===== config.mk =====
export PLATFORM = sky130hd
export DESIGN_NAME = hsl_to_rgb_color_unit_flat
export DESIGN_NICKNAME = d
export VERILOG_FILES = /design/src/hslc_pkg.sv /design/src/hslc_if.sv /design/src/hslc_front.sv /design/src/hslc_weight.sv /design/src/hslc_lane.sv /design/src/hsl_to_rgb_color_unit.sv /design/src/flat_wrapper.sv
export SDC_FILE = /design/constraint.sdc
export NUM_CORES = 2
export LEC_CHECK = 0
export ABC_AREA = 1
export BUFFER_PORTS_ARGS = -buffer_cell sky130_fd_sc_hd__buf_2
export CAP_MARGIN = 20
export CORE_MARGIN = 2
export CORE_UTILIZATION = 40
export DETAILED_ROUTE_END_ITERATION = 10
export SYNTH_ARGS = -nofsm -noshare
export SYNTH_HDL_FRONTEND = slang
export SYNTH_SLANG_ARGS = --single-unit

===== constraint.sdc =====
create_clock -name clk_i -period 16.77 [get_ports clk_i]
set_clock_uncertainty 0.2 [all_clocks]
set_input_delay 0.8385 -clock clk_i [delete_from_list [all_inputs] [get_ports clk_i]]
set_output_delay 0.8385 -clock clk_i [all_outputs]
set_load 0.005 [all_outputs]

===== src/hslc_pkg.sv =====
`timescale 1ns / 1ps
// ----------------------------------------------------------------------------
// HSL to RGB color unit package
// Shared constants, codes and control types of the color conversion pipeline.
// ----------------------------------------------------------------------------
package hslc_pkg;

  // Default fractional bits of hue, saturation and lightness.
  localparam int unsigned FracBitsDefault = 12;
  // Integer bits of the hue in turns.
  localparam int unsigned HueIntBits = 6;
  // Width of one color channel.
  localparam int unsigned ChanW = 8;
  // Number of color channels.
  localparam int unsigned NumChan = 3;
  // Width of the configuration register index.
  localparam int unsigned CfgIdxW = 1;

  typedef enum logic [CfgIdxW-1:0] {
    CfgSaturation = 1'b0,
    CfgLightness  = 1'b1
  } cfg_reg_e;

  // Hue offset applied for one channel.
  typedef enum logic [1:0] {
    OffPlus  = 2'd0,
    OffZero  = 2'd1,
    OffMinus = 2'd2
  } hue_off_e;

  // Stage control handed to each channel lane.
  typedef struct packed {
    logic load_mul;
    logic load_out;
    logic grey;
  } hslc_lane_ctl_t;

endpackage


===== src/hslc_if.sv =====
`timescale 1ns / 1ps
// ----------------------------------------------------------------------------
// HSL to RGB color unit interfaces
// Valid/ready channels for configuration writes, hues and RGB results.
// ----------------------------------------------------------------------------
interface hslc_cfg_if import hslc_pkg::*; #(
  parameter int unsigned DataW = FracBitsDefault + 1
) ();
  logic               valid;
  logic               ready;
  logic [CfgIdxW-1:0] index;
  logic [DataW-1:0]   data;

  modport source (output valid, output index, output data, input ready);
  modport sink   (input valid, input index, input data, output ready);
endinterface

interface hslc_hue_if import hslc_pkg::*; #(
  parameter int unsigned HueW = FracBitsDefault + HueIntBits
) ();
  logic            valid;
  logic            ready;
  logic [HueW-1:0] hue_turns;

  modport source (output valid, output hue_turns, input ready);
  modport sink   (input valid, input hue_turns, output ready);
endinterface

interface hslc_rgb_if import hslc_pkg::*; ();
  logic             valid;
  logic             ready;
  logic [ChanW-1:0] red;
  logic [ChanW-1:0] green;
  logic [ChanW-1:0] blue;

  modport source (output valid, output red, output green, output blue, input ready);
  modport sink   (input valid, input red, input green, input blue, output ready);
endinterface


===== src/hslc_front.sv =====
`timescale 1ns / 1ps
// ----------------------------------------------------------------------------
// HSL to RGB front stage
// Clamps the settings, removes whole turns from the hue and applies the
// lightness penalty for each removed turn.
// ----------------------------------------------------------------------------
module hslc_front import hslc_pkg::*; #(
  parameter int unsigned FracBits = FracBitsDefault
) (
  input  logic                           clk_i,
  input  logic                           en_i,
  input  logic [FracBits+HueIntBits-1:0] hue_i,
  input  logic [FracBits:0]              sat_i,
  input  logic [FracBits:0]              lit_i,
  output logic [FracBits:0]              hue_o,
  output logic [FracBits:0]              sat_o,
  output logic [FracBits:0]              lit_o,
  output logic                           grey_o
);

  localparam int unsigned HueW    = FracBits + HueIntBits;
  localparam int unsigned QW      = FracBits + 1;
  localparam int unsigned PenW    = FracBits + HueIntBits;
  localparam int unsigned OneInt  = 1 << FracBits;
  localparam int unsigned PenInt  = (2 * OneInt + 5) / 10;
  localparam logic [QW-1:0]   One     = QW'(OneInt);
  localparam logic [PenW-1:0] Penalty = PenW'(PenInt);

  logic [HueW-1:0]       hue_m1;
  logic                  hue_zero;
  logic [HueIntBits-1:0] turns;
  logic [QW-1:0]         hue_red;
  logic [PenW-1:0]       pen;
  logic [QW-1:0]         sat_c;
  logic [QW-1:0]         lit_c;
  logic [QW-1:0]         lit_p;

  logic [QW-1:0] hue_q, sat_q, lit_q;
  logic          grey_q;

  always_comb begin
    hue_zero = (hue_i == '0);
    hue_m1   = hue_i - HueW'(1);
    // A whole hue of k turns keeps 1.0 after k-1 removals.
    turns    = hue_zero ? '0 : hue_m1[HueW-1:FracBits];
    hue_red  = hue_zero ? '0 : ({1'b0, hue_m1[FracBits-1:0]} + QW'(1));
    sat_c    = (sat_i > One) ? One : sat_i;
    lit_c    = (lit_i > One) ? One : lit_i;
    pen      = PenW'(turns) * Penalty;
    // Lightness at or below zero gives black on every path.
    lit_p    = (PenW'(lit_c) > pen) ? (lit_c - pen[QW-1:0]) : '0;
  end

  always_ff @(posedge clk_i) begin
    if (en_i) begin
      hue_q  <= hue_red;
      sat_q  <= sat_c;
      lit_q  <= lit_p;
      grey_q <= (sat_c == '0);
    end
  end

  assign hue_o  = hue_q;
  assign sat_o  = sat_q;
  assign lit_o  = lit_q;
  assign grey_o = grey_q;

endmodule


===== src/hslc_weight.sv =====
`timescale 1ns / 1ps
// ----------------------------------------------------------------------------
// HSL to RGB segment weight
// Offsets and wraps the hue of one channel and picks the weight of the
// difference term of the piecewise-linear curve.
// ----------------------------------------------------------------------------
module hslc_weight import hslc_pkg::*; #(
  parameter int unsigned FracBits = FracBitsDefault,
  parameter hue_off_e    Offset   = OffZero
) (
  input  logic [FracBits:0]   hue_i,
  output logic [FracBits+1:0] weight_o
);

  localparam int unsigned QW     = FracBits + 1;
  localparam int unsigned SW     = FracBits + 3;
  localparam int unsigned MW     = FracBits + 4;
  localparam int unsigned TW     = FracBits + 2;
  localparam int unsigned OneInt = 1 << FracBits;
  localparam logic signed [SW-1:0] OneS   = SW'(OneInt);
  localparam logic signed [SW-1:0] ThirdS = SW'(OneInt / 3);
  localparam logic [MW-1:0] OneM      = MW'(OneInt);
  localparam logic [MW-1:0] TwoOneM   = MW'(2 * OneInt);
  localparam logic [QW-1:0] TwoThirds = QW'((2 * OneInt + 1) / 3);

  logic signed [SW-1:0] off;
  logic signed [SW-1:0] hs;
  logic [QW-1:0]        h;
  logic [MW-1:0]        h2, h3, h6;
  logic [QW-1:0]        span;
  logic [MW-1:0]        span6;

  always_comb begin
    unique case (Offset)
      OffPlus:  off = ThirdS;
      OffMinus: off = -ThirdS;
      default:  off = '0;
    endcase
    hs = $signed({2'b00, hue_i}) + off;
    if (hs < 0) begin
      hs = hs + OneS;
    end else if (hs > OneS) begin
      hs = hs - OneS;
    end
    h     = hs[QW-1:0];
    h2    = {2'b00, h, 1'b0};
    h3    = h2 + MW'(h);
    h6    = {h3[MW-2:0], 1'b0};
    span  = TwoThirds - h;
    span6 = {2'b00, span, 1'b0} + {1'b0, span, 2'b00};
    priority if (h6 < OneM) begin
      weight_o = h6[TW-1:0];
    end else if (h2 < OneM) begin
      weight_o = TW'(OneInt);
    end else if (h3 < TwoOneM) begin
      weight_o = span6[TW-1:0];
    end else begin
      weight_o = '0;
    end
  end

endmodule


===== src/hslc_lane.sv =====
`timescale 1ns / 1ps
// ----------------------------------------------------------------------------
// HSL to RGB channel lane
// Multiplies the difference term by the segment weight, then scales the
// channel to a byte with truncation and clamping, or passes the grey byte.
// ----------------------------------------------------------------------------
module hslc_lane import hslc_pkg::*; #(
  parameter int unsigned FracBits = FracBitsDefault
) (
  input  logic                       clk_i,
  input  hslc_lane_ctl_t             ctl_i,
  input  logic [2*FracBits-1:0]      half_diff_i,
  input  logic [FracBits+1:0]        weight_i,
  input  logic [2*FracBits:0]        low_i,
  input  logic [ChanW-1:0]           grey_i,
  output logic [ChanW-1:0]           chan_o
);

  localparam int unsigned XW = 2 * FracBits;
  localparam int unsigned TW = FracBits + 2;
  localparam int unsigned PW = XW + TW;
  localparam int unsigned UW = PW - FracBits + 1;
  localparam int unsigned SW = UW + ChanW;
  localparam int unsigned RW = SW - XW;

  logic [PW-1:0]    prod_q;
  logic [UW-1:0]    sum;
  logic [SW-1:0]    scaled;
  logic [RW-1:0]    res;
  logic [ChanW-1:0] byte_d;
  logic [ChanW-1:0] byte_q;

  always_ff @(posedge clk_i) begin
    if (ctl_i.load_mul) begin
      prod_q <= PW'(half_diff_i) * PW'(weight_i);
    end
  end

  always_comb begin
    // The difference term is twice the half difference, so drop one bit less.
    sum    = UW'(low_i) + prod_q[PW-1:FracBits-1];
    scaled = {sum, ChanW'(0)} - SW'(sum);
    res    = scaled[SW-1:XW];
    if (ctl_i.grey) begin
      byte_d = grey_i;
    end else if (res > RW'({ChanW{1'b1}})) begin
      byte_d = '1;
    end else begin
      byte_d = res[ChanW-1:0];
    end
  end

  always_ff @(posedge clk_i) begin
    if (ctl_i.load_out) begin
      byte_q <= byte_d;
    end
  end

  assign chan_o = byte_q;

endmodule


===== src/hsl_to_rgb_color_unit.sv =====
`timescale 1ns / 1ps
// ----------------------------------------------------------------------------
// HSL to RGB color unit
// Converts a stream of hues to RGB bytes at fixed saturation and lightness.
// Each hue transaction carries an unsigned turn count with FracBits fraction
// bits; whole turns above one are removed and each one lowers the lightness
// by one fifth. Saturation and lightness are written through the
// configuration channel (index 0 saturation, index 1 lightness, values above
// 1.0 act as 1.0) and must only change while no transaction is in flight.
// The unit is a four-stage pipeline: turn removal and penalty, helper product
// and segment weights, one weight multiplier per channel, and byte scaling
// into the output register. It takes one hue every clock cycle while the
// output is not stalled; a result is offered on the output from the fourth
// stage register. Each stage holds its transaction only while the next
// stage is full and cannot move on, so bubbles close up under backpressure
// and nothing is dropped.
// ----------------------------------------------------------------------------
module hsl_to_rgb_color_unit import hslc_pkg::*; #(
  parameter int unsigned FracBits = FracBitsDefault
) (
  input  logic       clk_i,
  input  logic       rst_ni,
  hslc_cfg_if.sink   cfg_i,
  hslc_hue_if.sink   hue_i,
  hslc_rgb_if.source rgb_o
);

  localparam int unsigned QW        = FracBits + 1;
  localparam int unsigned XW        = 2 * FracBits;
  localparam int unsigned VW        = 2 * FracBits + 1;
  localparam int unsigned TW        = FracBits + 2;
  localparam int unsigned GW        = QW + ChanW;
  localparam int unsigned NumStages = 4;
  localparam int unsigned OneInt    = 1 << FracBits;
  localparam logic [QW-1:0] One  = QW'(OneInt);
  localparam logic [QW-1:0] Half = QW'(OneInt / 2);

  // Configuration registers. Writes are always taken.
  logic [QW-1:0] sat_q, lit_q;

  assign cfg_i.ready = 1'b1;

  always_ff @(posedge clk_i or negedge rst_ni) begin
    if (!rst_ni) begin
      sat_q <= One;
      lit_q <= Half;
    end else if (cfg_i.valid) begin
      unique case (cfg_reg_e'(cfg_i.index))
        CfgSaturation: sat_q <= cfg_i.data;
        CfgLightness:  lit_q <= cfg_i.data;
      endcase
    end
  end

  // Valid bits of the pipeline. A stage loads when it is empty or when the
  // stage after it moves on.
  logic [NumStages-1:0] vld_q;
  logic [NumStages:0]   stage_rdy;
  logic [NumStages-1:0] vld_in;

  always_comb begin
    stage_rdy[NumStages] = rgb_o.ready;
    for (int k = NumStages - 1; k >= 0; k--) begin
      stage_rdy[k] = !vld_q[k] || stage_rdy[k+1];
    end
    vld_in = {vld_q[NumStages-2:0], hue_i.valid};
  end

  always_ff @(posedge clk_i or negedge rst_ni) begin
    if (!rst_ni) begin
      vld_q <= '0;
    end else begin
      for (int k = 0; k < NumStages; k++) begin
        if (stage_rdy[k]) begin
          vld_q[k] <= vld_in[k];
        end
      end
    end
  end

  assign hue_i.ready = stage_rdy[0];
  assign rgb_o.valid = vld_q[NumStages-1];

  // Stage 1: reduced hue, clamped settings and lightness after the penalty.
  logic [QW-1:0] hue1, sat1, lit1;
  logic          grey1;

  hslc_front #(
    .FracBits(FracBits)
  ) u_front (
    .clk_i (clk_i),
    .en_i  (stage_rdy[0]),
    .hue_i (hue_i.hue_turns),
    .sat_i (sat_q),
    .lit_i (lit_q),
    .hue_o (hue1),
    .sat_o (sat1),
    .lit_o (lit1),
    .grey_o(grey1)
  );

  // Stage 2: the half difference of the two helper values, which is the
  // saturation times the distance of lightness to the nearer of 0 and 1.
  // The segment weights of the three channels are found in parallel.
  logic [QW-1:0]   near;
  logic [XW:0]     half_diff_full;
  logic [XW-1:0]   half_diff2_q;
  logic [QW-1:0]   lit2_q;
  logic            grey2_q;
  logic [TW-1:0]   weight[NumChan];
  logic [TW-1:0]   weight2_q[NumChan];

  always_comb begin
    near           = (lit1 < Half) ? lit1 : (One - lit1);
    half_diff_full = (XW+1)'(sat1) * (XW+1)'(near);
  end

  for (genvar c = 0; c < NumChan; c++) begin : g_weight
    hslc_weight #(
      .FracBits(FracBits),
      .Offset  (hue_off_e'(2'(c)))
    ) u_weight (
      .hue_i   (hue1),
      .weight_o(weight[c])
    );
  end

  always_ff @(posedge clk_i) begin
    if (stage_rdy[1]) begin
      half_diff2_q <= half_diff_full[XW-1:0];
      lit2_q       <= lit1;
      grey2_q      <= grey1;
      for (int c = 0; c < NumChan; c++) begin
        weight2_q[c] <= weight[c];
      end
    end
  end

  // Stage 3: the lower helper value and the grey byte; the lanes multiply.
  // The grey byte never exceeds 255 because the lightness is at most 1.0.
  logic [VW-1:0]    low3_q;
  logic [ChanW-1:0] grey_byte3_q;
  logic             grey3_q;
  logic [GW-1:0]    grey_scaled;

  assign grey_scaled = {lit2_q, ChanW'(0)} - GW'(lit2_q);

  always_ff @(posedge clk_i) begin
    if (stage_rdy[2]) begin
      low3_q       <= {lit2_q, FracBits'(0)} - VW'(half_diff2_q);
      grey_byte3_q <= grey_scaled[FracBits+ChanW-1:FracBits];
      grey3_q      <= grey2_q;
    end
  end

  // Stage 4 lives in the lanes: byte scaling into the output registers.
  hslc_lane_ctl_t   lane_ctl;
  logic [ChanW-1:0] chan[NumChan];

  always_comb begin
    lane_ctl.load_mul = stage_rdy[2];
    lane_ctl.load_out = stage_rdy[3];
    lane_ctl.grey     = grey3_q;
  end

  for (genvar c = 0; c < NumChan; c++) begin : g_lane
    hslc_lane #(
      .FracBits(FracBits)
    ) u_lane (
      .clk_i      (clk_i),
      .ctl_i      (lane_ctl),
      .half_diff_i(half_diff2_q),
      .weight_i   (weight2_q[c]),
      .low_i      (low3_q),
      .grey_i     (grey_byte3_q),
      .chan_o     (chan[c])
    );
  end

  assign rgb_o.red   = chan[0];
  assign rgb_o.green = chan[1];
  assign rgb_o.blue  = chan[2];

endmodule


===== src/flat_wrapper.sv =====
// flat-port wrapper written by rule: the top's interface ports become plain ports
module hsl_to_rgb_color_unit_flat import hslc_pkg::*;
#(
  parameter int unsigned FracBits = FracBitsDefault
)
  (clk_i, rst_ni, cfg_i_valid, cfg_i_index, cfg_i_data, cfg_i_ready, hue_i_valid, hue_i_hue_turns, hue_i_ready, rgb_o_valid, rgb_o_red, rgb_o_green, rgb_o_blue, rgb_o_ready);
  hslc_cfg_if #(.DataW((FracBits + 1))) cfg_i_i ();
  hslc_hue_if #(.HueW((FracBits + HueIntBits))) hue_i_i ();
  hslc_rgb_if rgb_o_i ();
  input  logic clk_i;
  input  logic rst_ni;
  input wire logic [$bits(cfg_i_i.valid)-1:0] cfg_i_valid;
  input wire logic [$bits(cfg_i_i.index)-1:0] cfg_i_index;
  input wire logic [$bits(cfg_i_i.data)-1:0] cfg_i_data;
  output wire logic [$bits(cfg_i_i.ready)-1:0] cfg_i_ready;
  input wire logic [$bits(hue_i_i.valid)-1:0] hue_i_valid;
  input wire logic [$bits(hue_i_i.hue_turns)-1:0] hue_i_hue_turns;
  output wire logic [$bits(hue_i_i.ready)-1:0] hue_i_ready;
  output wire logic [$bits(rgb_o_i.valid)-1:0] rgb_o_valid;
  output wire logic [$bits(rgb_o_i.red)-1:0] rgb_o_red;
  output wire logic [$bits(rgb_o_i.green)-1:0] rgb_o_green;
  output wire logic [$bits(rgb_o_i.blue)-1:0] rgb_o_blue;
  input wire logic [$bits(rgb_o_i.ready)-1:0] rgb_o_ready;
  assign cfg_i_i.valid = cfg_i_valid;
  assign cfg_i_i.index = cfg_i_index;
  assign cfg_i_i.data = cfg_i_data;
  assign cfg_i_ready = cfg_i_i.ready;
  assign hue_i_i.valid = hue_i_valid;
  assign hue_i_i.hue_turns = hue_i_hue_turns;
  assign hue_i_ready = hue_i_i.ready;
  assign rgb_o_valid = rgb_o_i.valid;
  assign rgb_o_red = rgb_o_i.red;
  assign rgb_o_green = rgb_o_i.green;
  assign rgb_o_blue = rgb_o_i.blue;
  assign rgb_o_i.ready = rgb_o_ready;
  hsl_to_rgb_color_unit #(.FracBits(FracBits)) u_core (.clk_i(clk_i), .rst_ni(rst_ni), .cfg_i(cfg_i_i), .hue_i(hue_i_i), .rgb_o(rgb_o_i));
endmodule

* Word-level counts from Yosys, hierarchy flattened
Memories as Yosys holds them, arrays and structs flattened. Index checks and enable logic that the tools add are counted.
Storage, ports and cells: register bits after elaboration 280, memory bits (writable) 42, word-level logic and storage cells 119, output and inout port bits 27, memories 1
Cells by class: reductions and logical operators 12, add/sub/neg operators 29, bitwise logic cells 1, multiplexer cells 27, magnitude comparators 22, multiply operators 5
Memory list:
- u_core.weight2_q | words 3, width 14, read ports 3, clocked after Yosys merged registers in 0, write ports 3, RTL line hsl_to_rgb_color_unit.sv:111 | logic [TW-1:0] weight2_q[NumChan];
Operator list (number):
- 14-bit 2-to-1 mux | 9
- 13-bit 2-to-1 mux | 9
- 24-bit by 14-bit multiplier with 38-bit output | 3
- 35-bit by 27-bit subtractor with 35-bit output | 3
- 25-bit by 27-bit adder with 27-bit output | 3
- 16-bit by 13-bit less-than comparator with 1-bit output, second input constant | 3
- 8-bit 2-to-1 mux | 6
- 14-bit by 13-bit adder with 15-bit output | 3
- 15-bit by 14-bit less-than comparator with 1-bit output, second input constant | 3
- 14-bit adder | 3
- 14-bit by 13-bit less-than comparator with 1-bit output, second input constant | 3
- 13-bit adder, second input constant | 3
- 13-bit greater-than comparator, second input constant | 3
- 12-bit by 13-bit subtractor with 13-bit output, first input constant | 3
- 13-bit subtractor, second input constant | 3
- 11-bit by 8-bit greater-than comparator with 1-bit output, second input constant | 3
- 25-bit by 24-bit subtractor with 25-bit output | 1
- 13-bit by 13-bit multiplier with 24-bit output | 1
- 20-bit by 13-bit subtractor with 20-bit output | 1
- 18-bit zero test | 1
- 18-bit by 1-bit subtractor with 18-bit output, second input constant | 1
- 13-bit by 16-bit greater-than comparator with 1-bit output | 1
- 6-bit by 10-bit multiplier with 16-bit output, second input constant | 1
- 14-bit by 12-bit adder with 15-bit output, second input constant | 1
- 17 further kinds | 25

* Logic depth before layout (Yosys ltp)
depth after elaboration 9, depth in mapped cells 34

* Cells and area by module
From an unflattened synthesis, not the netlist that was laid out.
Unflattened totals: cell total of the unflattened synthesis 9181, area total of the unflattened synthesis 67596.1 µm²
Modules (own cells, without submodules):
- hslc_lane at u_core.g_lane[1].u_lane | sequential area each 1051.0 µm², cells each 2130, area each 15223.4 µm², instances 1
- hslc_lane at u_core.g_lane[0].u_lane | sequential area each 1051.0 µm², cells each 2093, area each 15113.2 µm², instances 1
- hslc_lane at u_core.g_lane[2].u_lane | sequential area each 1051.0 µm², cells each 2041, area each 15025.7 µm², instances 1
- hsl_to_rgb_color_unit | sequential area each 4176.5 µm², cells each 1248, area each 11618.6 µm², instances 1
- hslc_front | sequential area each 1201.2 µm², cells each 536, area each 3901.2 µm², instances 1
- hslc_weight at u_core.g_weight[0].u_weight | sequential area each 0.0 µm², cells each 381, area each 2298.5 µm², instances 1
- hslc_weight at u_core.g_weight[2].u_weight | sequential area each 0.0 µm², cells each 374, area each 2262.2 µm², instances 1
- hslc_weight at u_core.g_weight[1].u_weight | sequential area each 0.0 µm², cells each 378, area each 2153.3 µm², instances 1

* Worst setup path before layout
No wires, ideal clock.
path kind register to register, start reg u_core.u_front.lit_q[0], in the netlist u_core.u_front.lit_o[0], end reg u_core.half_diff2_q[19], data pin, path slack 10.369 ns, clock period less this slack 6.401 ns, cell stages (with the launch flop) 30, path buffers 2, arrival 5.942 ns, required time 16.311 ns, cell sequence edfxtp_1 > clkbuf_1 > inv_1 > ha_1 > inv_1 > nor2_1 > nand2_1 > nor3_1 > or2_2 > xor2_1 > clkbuf_1 > nand2_1 > fa_1 > fa_1 > fa_1 > inv_1 > fa_1 > inv_1 > fa_1 > inv_1 > ha_1 > nand2_1 > nor3_1 > a21oi_1 > o21ai_0 > nand3_1 > nand2_1 > nand3_1 > nand2_1 > xor2_1
Between the ends: longest elaborated chain between the ends 3, elaborated cells on any way between the ends 4
Ends and longest elaborated chain:
- from (decl) | RTL line hslc_front.sv:38 | logic [QW-1:0] hue_q, sat_q, lit_q;
- from (signal assigned) | RTL line hslc_front.sv:58 | lit_q <= lit_p;
- 13-bit subtractor or 13-bit by 12-bit less-than comparator with 1-bit output (tied branches) | RTL line hsl_to_rgb_color_unit.sv:114 | near = (lit1 < Half) ? lit1 : (One - lit1);
- 13-bit 2-to-1 mux (*) | RTL line hsl_to_rgb_color_unit.sv:114
- 13-bit by 13-bit multiplier with 24-bit output (*) | RTL line hsl_to_rgb_color_unit.sv:115 | half_diff_full = (XW+1)'(sat1) * (XW+1)'(near);
- named net u_core.half_diff_full[19] | RTL line hsl_to_rgb_color_unit.sv:106 | logic [XW:0] half_diff_full;
- to (signal assigned) | RTL line hsl_to_rgb_color_unit.sv:130 | half_diff2_q <= half_diff_full[XW-1:0];
- to (decl) | RTL line hsl_to_rgb_color_unit.sv:107 | logic [XW-1:0] half_diff2_q;
The timed path passes the listed nets; every way through them passes the cells marked *. A chain may end at the register's enable or synchronous reset.

* Worst setup path in the final report
Ends and elaborated chain as after synthesis.

==> results.json <==
{
  "dr.pass1.iters": 6,
  "cp_num_buf_inv": 6,
  "finalCriticalPeriod_ns": 7.08,
  "grt_setup_unrepaired": "false",
  "worst-path-stages": 25,
  "cp.arrival_ns": 7.23,
  "setup_tns_ns": 0,
  "layout.nets": 9863,
  "area_growth_pct": 5.74,
  "grt_max_degree": 77,
  "cts_resized": 0,
  "fmax_mhz": 141,
  "cts_htree_levels": 2,
  "clock-root-buffer": "clkbuf_16",
  "ys.flop_type": "edfxtp_1",
  "end_kind": "flop",
  "status": "finished, final reports clean",
  "die_w_um": 400,
  "pin_count": 64,
  "cts_buffers": 36,
  "slowest_stage": "edfxtp_1",
  "wl_per_cell_um": 17.0,
  "cts-hold-fix-buffers": 0,
  "place_area_mm2": 0.0652,
  "reg2regPathDepth": 25,
  "crit_family": "adder cells",
  "period_share": 0.422,
  "io_buffers": 62,
  "worstMarginPinSlew_ns": 1.22,
  "dpl.hpwl_mm": 142,
  "clock_latency_ns": 0.59,
  "maxCapViolations": 0,
  "antenna_found_initial": 0,
  "drtIter0Drc": 3750,
  "timing.critical_path.from_type": "flop",
  "cts.sinks": 286,
  "rows": 145,
  "ant_nets": 0,
  "num_vias": 52000,
  "post_cts_buffers": 0,
  "cp_max_fo": 16,
  "cp.required_ns": 16.91,
  "syn_nets": 9934,
  "fp.coreArea_mm2": 0.156,
  "async_flop_share": 0.105,
  "finalNonFillerCells": 10300,
  "design_area_mm2": 0.0664,
  "grt_overflow": 0,
  "cts_tree": "yes",
  "die-area_mm2": 0.160,
  "ys_seq_elements": 286,
  "drc": 0,
  "avgSynthCellArea_um2": 7.54,
  "start_util": 0.403,
  "place_congestion": 0.940,
  "worstSetupPathType": "flop to flop",
  "layout-drive-gt1-share": 0.0350,
  "dp_cells": 10300,
  "hold_path_class": "input port to asynchronous set/reset pin",
  "slowest_delay_ns": 0.78,
  "yosys_warnings": 0,
  "setup_violations": 0,
  "synth_edf_count": 256,
  "worst_hold_slack_ns": 0.113,
  "syn_area_mm2": 0.0628,
  "gr-usage-all-layers": 0.222,
  "slew_headroom": 0.185,
  "clkTransAtPathRegs_ns": 0.06,
  "synthCells": 8333,
  "hold_viol_final": 0,
  "cts_buffer_depth": 3,
  "drv_slew": 0,
  "yosysUniqueCellTypes": 72,
  "grt_pass1_vias": 53400,
  "routed_via_density": 5.02,
  "die_h_um": 400,
  "finalWirelength_mm": 176,
  "grt_pass1_wl_mm": 286,
  "yosysSeqAreaShare": 0.134
}
cells by family (layout without fill, tap and decap cells):
kind of cell | count (synthesis) | after routing | share of synthesized area
flip-flops | 286 | 286 | 0.134
adder cells (fa/ha/maj) | 1564 | 1564 | 0.414
other | 1 | 3 | 0.0000597
buffers and inverters | 2152 | 2108 | 0.129
AND/OR/NAND/NOR | 3255 | 3255 | 0.210
XOR/XNOR | 299 | 299 | 0.0420
AO/OA/AOI/OAI | 776 | 776 | 0.0703
cell type report:
type / count / area, µm²
clock inverters: 26 / 230
flip-flops and latches: 286 / 8440
multi-input cells: 5895 / 46200
fillers: 16000 / 89600
diodes: 2 / 5.00
repair buffers: 109 / 751
clock buffers: 39 / 912
well taps: 2058 / 2570
inverters: 1934 / 7270
worst reg2reg max path, cell delays in order (launching register included):
cell	delay, ns
edfxtp_1	0.78
inv_1	0.11
ha_1	0.31
o21ai_0	0.51
clkinv_1	0.51
nand2_1	0.21
fa_1	0.41
inv_1	0.08
fa_1	0.43
fa_1	0.51
inv_1	0.06
fa_1	0.49
fa_1	0.49
inv_1	0.04
ha_1	0.35
nand2_1	0.09
inv_1	0.07
nand3_1	0.07
nor3_1	0.24
a21oi_1	0.15
o21ai_0	0.28
nand3_1	0.11
nand2_1	0.11
nand3_1	0.08
nand2_1	0.08
xor2_1	0.06
synthesized netlist by cell type (all sizes together) (3+ instances only):
cell type  instances  share of area
nand2           2331           0.14
inv             1931           0.12
fa               855           0.27
ha               709           0.14
nor2             492          0.030
a21oi            347          0.028
edfxtp           256           0.12
o21ai            244          0.020
xor2             219          0.031
nand3            217          0.018
clkbuf           194          0.012
xnor2             80          0.011
nor3              74         0.0062
nand4             71         0.0074
a31oi             45         0.0045
a21o              28         0.0033
dfrtp             28          0.011
buf               24         0.0020
nor4              21         0.0021
o21bai            20         0.0024
nand3b            15         0.0020
o21a              15         0.0018
or2               15         0.0015
o211ai            12         0.0014
a21boi            10         0.0012
a221oi             9         0.0013
a31o               9         0.0013
o31ai              9         0.0011
a211oi             8        0.00096
o22ai              8        0.00080
and3               6        0.00060
and2               5        0.00050
nor3b              4        0.00048
clkinv             3        0.00020
o221ai             3        0.00042
layout by cell type (no fill, tap or decap), types with 79 or more instances in the layout:
master,count
nand2_1,2301
inv_1,1922
fa_1,855
ha_1,709
nor2_1,476
a21oi_1,343
edfxtp_1,256
xor2_1,217
nand3_1,207
o21ai_0,203
xnor2_1,79
final timing paths:
check	startpoint	end	slack (ns)
hold / removal	rst_ni	u_core.vld_q[2]$_DFFE_PN0P_	0.11
min in group clk_i	u_core.u_front.grey_o$_DFFE_PP_	u_core.grey2_q$_DFFE_PP_	0.22
setup / recovery	u_core.u_front.lit_o[0]$_SDFFCE_PP0P_	u_core.half_diff2_q[19]$_DFFE_PP_	9.69
setup reg to reg	u_core.u_front.lit_o[0]$_SDFFCE_PP0P_	u_core.half_diff2_q[19]$_DFFE_PP_	9.69
hold reg to reg	u_core.u_front.grey_o$_DFFE_PP_	u_core.grey2_q$_DFFE_PP_	0.22
max in group asynchronous	rst_ni	u_core.lit_q[10]$_DFFE_PN0P_	15.73
per-stage QoR:
stage / setup WS [ns] / util
after floorplan: 10.37 / -
after global placement: 9.72 / 0.418
after detailed placement: 9.66 / 0.418
after CTS: 9.66 / 0.425
after global routing: 9.09 / 0.426
final: 9.69 / 0.426
flip-flops by register name, indices dropped and copies added (netlist names), 24 cells and up:
signal	flops
u_core.half_diff2_q	24
u_core.low3_q	25
u_core.g_lane.u_lane.prod_q	81
u_core.g_lane.u_lane.chan_o	24
u_core.weight2_q	39
layer usage:
layer	vias to the layer above	wire length [µm]	track usage
met3	223	9570	0.0222
met4	0	4960	0.0595
met5	-	0	0
met2	1414	80800	0.371
li1	25200	-	-
met1	25100	80300	0.307
Power is not shown: default switching activity piles up to over one toggle a cycle in this logic, so the estimate is an artifact.
